**config.mk**
```make
export PLATFORM = sky130hd
export DESIGN_NAME = cbr_sqrt
export DESIGN_NICKNAME = d
export VERILOG_FILES = /design/src/cbr_sqrt.sv
export SDC_FILE = /design/constraint.sdc
export NUM_CORES = 1
export LEC_CHECK = 0
export ABC_AREA = 1
export BUFFER_PORTS_ARGS = -buffer_cell sky130_fd_sc_hd__buf_4
export CAP_MARGIN = 20
export CORE_UTILIZATION = 60
export CTS_BUF_LIST = sky130_fd_sc_hd__clkbuf_8
export DETAILED_ROUTE_END_ITERATION = 10
export GPL_TIMING_DRIVEN = 0
export PLACE_DENSITY = 0.82
export SYNTH_ARGS = -nofsm -noshare
export SYNTH_HDL_FRONTEND = slang
export SYNTH_SLANG_ARGS = --single-unit
export TNS_END_PERCENT = 20
```
**constraint.sdc**
```tcl
create_clock -name clk -period 11.1 [get_ports clk]
set_clock_uncertainty 0.05 [all_clocks]
set_input_delay 2.22 -clock clk [delete_from_list [all_inputs] [get_ports clk]]
set_output_delay 2.22 -clock clk [all_outputs]
set_load 0.03 [all_outputs]
```
**src/cbr_sqrt.sv**
```systemverilog
// ----------------------------------------------------------------------------
// cbr_sqrt
// Digit-by-digit integer square root of a 64-bit value, two bits per cycle.
// ----------------------------------------------------------------------------
`default_nettype none
module cbr_sqrt (
  input  wire logic        clk,
  input  wire logic        rst_n,
  input  wire logic        start,
  input  wire logic [63:0] val,
  output logic             done,
  output logic [31:0]      root
);

  logic        busy_r, done_r;
  logic [4:0]  cnt_r;
  logic [63:0] v_r;
  logic [33:0] rem_r;
  logic [31:0] root_r;

  logic [35:0] rem_sh, trial;
  logic        ge;

  always_comb begin
    rem_sh = {rem_r, v_r[63:62]};
    trial  = {2'b00, root_r, 2'b01};
    ge     = rem_sh >= trial;
  end

  always_ff @(posedge clk) begin
    if (!rst_n) begin
      busy_r <= 1'b0;
      done_r <= 1'b0;
    end else begin
      done_r <= !start && busy_r && (cnt_r == '0);
      if (start) begin
        busy_r <= 1'b1;
        cnt_r  <= 5'd31;
        v_r    <= val;
        rem_r  <= '0;
        root_r <= '0;
      end else if (busy_r) begin
        rem_r  <= ge ? 34'(rem_sh - trial) : rem_sh[33:0];
        root_r <= {root_r[30:0], ge};
        v_r    <= {v_r[61:0], 2'b00};
        cnt_r  <= cnt_r - 5'd1;
        if (cnt_r == '0) begin
          busy_r <= 1'b0;
        end
      end
    end
  end

  assign done = done_r;
  assign root = root_r;

endmodule
`default_nettype wire

```
==> flow_summary.toml, run 1 <==
[run_status]
status = "completed"

[synth]
netlist_area_mm2 = 0.00848
netlist_instances = 1144
synth_top_area_cell = "edfxtp_1"
ys_ff_latch = 137
netlist.area_leader.share_pct = 47.8
synth_cell_type_count = 27
ys_seq_area_share_pct = 48.3
yosysWarnings = 0
synth.avg_cell_area_um2 = 7.41
post_synth_main_area_contributors = "edfxtp_1 48%, nand2_1 24%, inv_1 7.3%, nor2_1 6.0%, ha_1 5.2%"
syn-num-nets = 1246

[routing]
post_drt_wl_per_cell_um = 13.2
first_iter_violations = 427
drtPass1Iterations = 5
vias = 7231
wirelength_mm = 19.3
avgViaCountPerCell = 4.96
drc = 0
ant_nets = 0

[grt]
grt_overflow = 0
grt_max_degree = 30
track_usage_pct = 28.6
grt_pass1_vias = 7059
antenna_found_initial = 0
grt_pass1_wl_mm = 32.4

[cts]
cts_hold_buf = 0
cts_root_buffer = "clkbuf_8"
postCtsResizedCells = 0
cts_tree = "built"
numClockSinks = 137
cts_inserted_buffers = 17
postCtsSetupBuffers = 0
cts_buffer_depth = 2
clk_pin_slew_ns = 0.08
htree_levels = 4
clk_latency_ns = 0.46

[cells_and_area]
area_growth_pct = 17.2
fillers = 1189
seq_area_mm2 = 0.00409
drive_gt1_share_pct = 11.7
final_cell_mix = "534 x nand2_1, 166 x inv_1, 136 x nor2_1"
final_common_cell = "nand2_1"
multi_input_area_mm2 = 0.00364
diodes = 0
fin_nets = 1368

[sta]
tightest_slew_ns = 0.697
holdWs_ns = 0.466
slew_viol_final = 0
finalCriticalPeriod_ns = 4.19
max_freq_ghz = 0.239
rsz0062_at_grt = "no"
period_share_pct = 37.7
max_slew_margin_pct = 53.5
hold_viol_final = 0
setup_viol = 0

[die]
ios = 100
start_util_pct = 61.3
rows = 43
die_w_um = 121
die_area_mm2 = 0.0146
fp.coreArea_mm2 = 0.0138
die_h_um = 121

[power]
total_power_mw = 1.42
p_int_mw = 0.942
p_switching_mw = 0.475
p_per_area_mw_per_mm2 = 143
swShare_pct = 33.5
seqPwrFrac_pct = 44.9
pwr-share-comb_pct = 27.1
ir_drop_mv = 0.0998
p_leak_nw = 5.13
clock_power_share_pct = 27.9

[setup_path]
crit_fanout = 29
path_class = "input pin to register"
end_kind = "register"
reg2reg_slack_ns = 8.49
worstPathRequired_ns = 11.21
crit_arrival_ns = 4.30
critPathLaunchType = "input pin"

[hold_path]
hp-class = "register to register"

[run]
drv_cap = 0

[placement]
dp_hpwl_mm = 15.0
place.gp.congestion = 0.925
numPortBuffers = 98
registers in the layout, summed over array words and instances (netlist names):
name,cells
v_r,64
rem_r,34
root,32
cnt_r,5
busy_r,1
done,1
layout make-up:
cell class / count / share of cell area [%]
plain buffers: 29 / 1.37
flip-flops and latches: 137 / 41.2
repair buffers: 103 / 8.49
inverters: 165 / 6.23
well taps: 180 / 2.27
clock buffers: 17 / 2.35
multi-input cells: 813 / 36.6
clock inverters: 15 / 1.45
layer usage:
| layer | global-route usage (%) | routed length (um) | up-vias |
|---|---|---|---|
| met4 | 10.6 | 476 | 0 |
| met5 | 0 | 0 | - |
| met2 | 48.8 | 9260 | 201 |
| met1 | 35.8 | 8540 | 3218 |
| li1 | - | - | 3777 |
| met3 | 5.92 | 1010 | 35 |
power groups by stage:
| stage | clock (mW) | sequential (mW) | combinational [mW] |
|---|---|---|---|
| after global routing | 0.421 | 0.642 | 0.437 |
| after global placement | 0 | 0.658 | 0.368 |
| after detailed placement | 0 | 0.648 | 0.382 |
| after CTS | 0.399 | 0.637 | 0.384 |
| after floorplan | 0 | 0.665 | 0.260 |
| final | 0.396 | 0.637 | 0.385 |
per-stage QoR:
step | TNS [ns] | area [um2] | worst slack, ns | instances | util [%]
floorplan | 0 | 8480 | 1.22 | 1144 | -
global route | 0 | 9940 | 6.77 | 1459 | 71.9
CTS | 0 | 9940 | 6.88 | 1459 | 71.9
global placement | -207.11 | 9440 | -1.53 | 1422 | 68.3
detailed placement | 0 | 9560 | 6.40 | 1427 | 69.1
finish | 0 | 9940 | 6.91 | 1459 | 71.9
cells in the mapped netlist:
cell type    n
xnor2_1     17
or2_2        2
nand2_1    534
dfxtp_1      2
nand4_2      1
a21oi_1     23
inv_1      165
o21ai_0      4
edfxtp_1   135
buf_2        4
clkbuf_1    22
ha_1        35
nand2_2      1
nand3b_1    12
nor2_1     136
nor4_1       2
xor2_1       1
nand3_1     18
nand4_1      6
nor3_2       1
nor3b_1      1
o21a_1       1
nor3_1      12
buf_6        3
nor2_2       3
o21bai_1     1
and2_1       2
critical path, cell delays in order:
cell	delay, ns
clkbuf_1	0.39
inv_1	0.14
clkbuf_1	0.30
a21oi_4	0.36
buf_12	0.24
buf_12	0.21
buf_12	0.22
buf_16	0.19
path summary, 6_finish.rpt:
path / from / end / cells past startpoint
hold / removal: busy_r / done / 2
setup reg to reg: rem_r[13] / rem_r[32] / 11
setup / recovery: start / root[14] / 8
hold reg to reg: busy_r / done / 2
cells by family after synthesis:
group | after synthesis | share of synthesized area (%)
simple gates | 731 | 34.0
buf+inv | 194 | 8.91
flops | 137 | 48.3
fa+ha+maj | 35 | 5.16
compound gates | 29 | 1.77
xor+xnor | 18 | 1.86
Power figures use the tool's default switching activity.
==> run 2, diff against run 1 <==
==> constraint.sdc (replaced) <==
create_clock -name clk -period 4.2 [get_ports clk]
set_clock_uncertainty 0.05 [all_clocks]
set_input_delay 0.84 -clock clk [delete_from_list [all_inputs] [get_ports clk]]
set_output_delay 0.84 -clock clk [all_outputs]
set_load 0.03 [all_outputs]
==> flow_summary.toml, run 2 (synthesized netlist as in run 1, its figures left out) <==
[setup_path]
crit_fanout = 30
cpMaxStageDelayCell = "a21oi_4"
crit_arrival_ns = 2.96
critPathBufInv = 6
r2r_end = "rem_r[33]"
reg2reg_depth = 11
reg2reg_slack_ns = 1.59
path_class = "input pin to register"
end_kind = "register"
crit_path_cell_trace = "clkbuf_1 > inv_1 > clkbuf_1 > a21oi_4 > buf_16 > buf_16 > buf_12"
worstPathRequired_ns = 4.31
critPathLaunchType = "input pin"
crit_path_max_incr_delay_ns = 0.57
cp_top_family = "buffers and inverters"
rr_startpoint = "rem_r[13]"

[sta]
tightest_slew_ns = 0.679
period_share_pct = 67.7
finalCriticalPeriod_ns = 2.84
max_slew_margin_pct = 54.7
hold_viol_final = 0
slew_viol_final = 0
max_freq_ghz = 0.352
setup_viol = 0
rsz0062_at_grt = "no"

[cts]
cts_tree = "built"
cts_hold_buf = 0
postCtsResizedCells = 0
clk_pin_slew_ns = 0.08
clk_latency_ns = 0.46
cts_root_buffer = "clkbuf_8"
cts_buffer_depth = 2
postCtsSetupBuffers = 0
numClockSinks = 137
htree_levels = 4
cts_inserted_buffers = 17

[die]
ios = 100
start_util_pct = 61.3
die_area_mm2 = 0.0146
rows = 43
die_h_um = 121
die_w_um = 121
fp.coreArea_mm2 = 0.0138

[power]
clock_power_share_pct = 29.2
p_switching_mw = 1.28
p_int_mw = 2.55
total_power_mw = 3.83
swShare_pct = 33.4
p_leak_nw = 5.14
pwr-share-comb_pct = 26.9
seqPwrFrac_pct = 44.0
ir_drop_mv = 0.295
p_per_area_mw_per_mm2 = 384

[cells_and_area]
final_cell_mix = "534 x nand2_1, 166 x inv_1, 136 x nor2_1"
fin_nets = 1368
diodes = 0
area_growth_pct = 17.6
largest_reg_flops = 64
final_common_cell = "nand2_1"
postLayoutCoreUtil_pct = 72.1
drive_gt1_share_pct = 11.6
top_register = "v_r"

[grt]
track_usage_pct = 29.5
antenna_found_initial = 0
grt_overflow = 0
grt_pass1_wl_mm = 33.0
grt_pass1_vias = 6949
grt_max_degree = 33

[routing]
vias = 7267
first_iter_violations = 448
ant_nets = 0
drtPass1Iterations = 7
avgViaCountPerCell = 4.98
post_drt_wl_per_cell_um = 13.8
wirelength_mm = 20.2
drc = 0

[hold_path]
hp-start = "v_r[31]"
min_to = "v_r[33]"
whs_path_depth = 2
hp-class = "register to register"

[placement]
numPortBuffers = 98
place.gp.congestion = 0.920
dp_hpwl_mm = 15.4

[run]
drv_cap = 0

[run_status]
status = "completed"
-- run 2: cell types whose count changed in the layout (fill, tap and decap cells not counted), sizes merged --
cell	before	now
inv	172	173
bufinv	1	2
clkinv	4	2
-- run 2: how the worst max path moves through the flow --
stage | startpoint | endpoint | cells after the start
global route | start | root[13] | 7
floorplan | start | cnt_r[0] | 4
CTS | start | root[14] | 7
detailed placement | start | rem_r[15] | 7
finish | start | root[9] | 7
global placement | start | rem_r[15] | 4
-- run 2: through the flow --
step	cells	cell area [um2]	worst slack [ns]	hold WS [ns]	TNS, ns
final	1459	9970	1.36	0.471	0
after CTS	1459	9970	1.36	0.466	0
after global placement	1422	9450	-1.17	0.441	-157.14
after global routing	1459	9970	1.29	0.485	0
after detailed placement	1427	9580	0.906	0.448	0
after floorplan	1144	8490	0.0617	0.432	0
-- run 2: per-layer routing --
metal  share of wire, %  track usage (%)  up-vias
met5                  0                0        -
met1                 43             36.6     3254
met4                2.8             12.2        0
met3                5.3             5.97       33
li1                   -                -     3774
met2                 49             50.2      206
-- run 2: power groups by stage --
stage | clock network [mW] | registers [mW] | logic [mW]
final | 1.12 | 1.69 | 1.03
after global routing | 1.17 | 1.70 | 1.17
after CTS | 1.12 | 1.69 | 1.03
after detailed placement | 0 | 1.71 | 1.02
after global placement | 0 | 1.72 | 0.977
after floorplan | 0 | 1.74 | 0.689
-- run 2: cell type report --
cell class	instances	area, um2
buffer	29	136
tap	180	225
sequential	137	4090
multi-input combinational	813	3640
timing repair buffer	103	858
clock buffer	17	234
inverter	165	619
clock inverter	15	165
fill	1143	3850
-- run 2: worst register-to-register path, cell delays in order (launching register included) --
cell and delay [ns]:
edfxtp_1 0.43, ha_1 0.38, nand2_1 0.11, nor2_1 0.25, nand2_1 0.12, nor3_1 0.25, nand3_1 0.14, nand4_2 0.16
buf_2 0.26, nand3_1 0.11, nand2_1 0.08, inv_1 0.04
==> run 3, diff against run 2 <==
==> constraint.sdc (replaced) <==
create_clock -name clk -period 3 [get_ports clk]
set_clock_uncertainty 0.05 [all_clocks]
set_input_delay 0.6 -clock clk [delete_from_list [all_inputs] [get_ports clk]]
set_output_delay 0.6 -clock clk [all_outputs]
set_load 0.03 [all_outputs]
==> flow_summary.toml, run 3 (synthesized netlist as in run 1, its figures left out) <==
[run_status]
status = "completed"

[placement]
numPortBuffers = 98
preCtsSetupSlack_ns = 0.513
dp_hpwl_mm = 15.2
place.gp.congestion = 0.939
dpl_cell_area_mm2 = 0.00960

[sta]
worst_slack_ns = 0.473
rsz0062_at_grt = "no"
hold_viol_final = 0
max_freq_ghz = 0.396
period_share_pct = 84.2
setup_viol = 0
slew_viol_final = 0
finalCriticalPeriod_ns = 2.53
max_slew_margin_pct = 46.8
tightest_slew_ns = 0.798

[hold_path]
hp-class = "input pin to register"
hp-start = "val[13]"
whs_path_depth = 3
min_to = "v_r[13]"

[setup_path]
crit_path_max_incr_delay_ns = 0.43
path_class = "register to register"
cpMaxStageDelayCell = "edfxtp_1"
r2r_end = "rem_r[29]"
worstPathRequired_ns = 3.15
crit_path_cell_trace = "ha_1 > nand2_1 > nor2_1 > nand2_1 > nor3_1 > nand3_1 > nand4_2 > buf_2 > nand2_1 > nand2_1 > nor2_1"
cp_common_cell = "nand2_1"
reg2reg_depth = 11
crit_fanout = 10
crit_arrival_ns = 2.68
reg2reg_slack_ns = 0.47
rr_startpoint = "rem_r[12]"
end_kind = "register"
critPathLaunchType = "register"

[die]
ios = 100
fp.coreArea_mm2 = 0.0138
die_w_um = 121
rows = 43
start_util_pct = 61.3
die_area_mm2 = 0.0146
die_h_um = 121

[cells_and_area]
largest_reg_flops = 64
area_growth_pct = 17.4
final_cell_mix = "534 x nand2_1, 165 x inv_1, 136 x nor2_1"
final_common_cell = "nand2_1"
fin_nets = 1368
top_register = "v_r"
design_area_mm2 = 0.00995
drive_gt1_share_pct = 12.0
diodes = 0
postLayoutCoreUtil_pct = 72.0

[cts]
cts_buffer_depth = 2
clk_pin_slew_ns = 0.08
cts_tree = "built"
postCtsResizedCells = 0
postCtsSetupBuffers = 0
htree_levels = 4
clk_latency_ns = 0.45
cts_inserted_buffers = 17
cts_hold_buf = 0
numClockSinks = 137
cts_root_buffer = "clkbuf_8"

[grt]
track_usage_pct = 28.6
grt_pass1_vias = 7089
antenna_found_initial = 0
grt_max_degree = 32
grt_pass1_wl_mm = 32.5
grt_overflow = 0

[routing]
first_iter_violations = 542
ant_nets = 0
wirelength_mm = 19.7
vias = 7272
post_drt_wl_per_cell_um = 13.5
drc = 0
drtPass1Iterations = 6
avgViaCountPerCell = 4.98

[power]
total_power_mw = 5.18
ir_drop_mv = 0.393
p_per_area_mw_per_mm2 = 520
p_leak_nw = 5.13

[run]
drv_cap = 0
==> run 3: where the power goes <==
group          internal, mW  switching, mW
sequential             2.30         0.0650
clock                 0.587          0.797
combinational         0.523          0.914
==> run 3: metrics by stage <==
| step | setup TNS, ns | hold slack [ns] | std cells |
|---|---|---|---|
| 6_report | 0 | 0.363 | 1459 |
| 5_1_grt | 0 | 0.352 | 1459 |
| 4_1_cts | 0 | 0.350 | 1459 |
| 3_5_place_dp | 0 | 0.447 | 1427 |
| 3_3_place_gp | -195.22 | 0.434 | 1422 |
| 2_1_floorplan | -84.39 | 0.425 | 1144 |
==> run 3: routing by layer <==
metal	vias up	track usage, %	part of all wire (%)	wire length, um
li1	3773	-	-	-
met1	3277	35.7	44	8570
met2	199	49.8	49	9670
met3	23	6.20	5.2	1020
met4	0	8.49	2.0	395
met5	-	0	0	0
==> run 3: cell type report <==
cell class              count  area [um2]
multi-input cells         813        3640
fillers                  1111        3870
well taps                 180         225
plain buffers              29         168
inverters                 165         622
clock buffers              17         234
clock inverters            15         119
flip-flops and latches    137        4090
repair buffers            103         851
==> run 3: worst max-delay path, delay by kind of cell, from the launching register on <==
family	cells	cell delay [ns]
flops	1	0.43
buf+inv	1	0.26
simple gates	9	1.16
fa+ha+maj	1	0.38
==> run 3: worst max-delay path by stage <==
stage,start,endpoint,slack [ns],depth (start not counted)
2_1_floorplan,start,cnt_r[0],-0.62,4
3_3_place_gp,start,root[23],-1.44,4
3_5_place_dp,root[25],rem_r[29],0.51,12
4_1_cts,root[25],rem_r[29],0.47,12
5_1_grt,root[12],rem_r[9],0.21,12
6_report,rem_r[12],rem_r[29],0.47,11
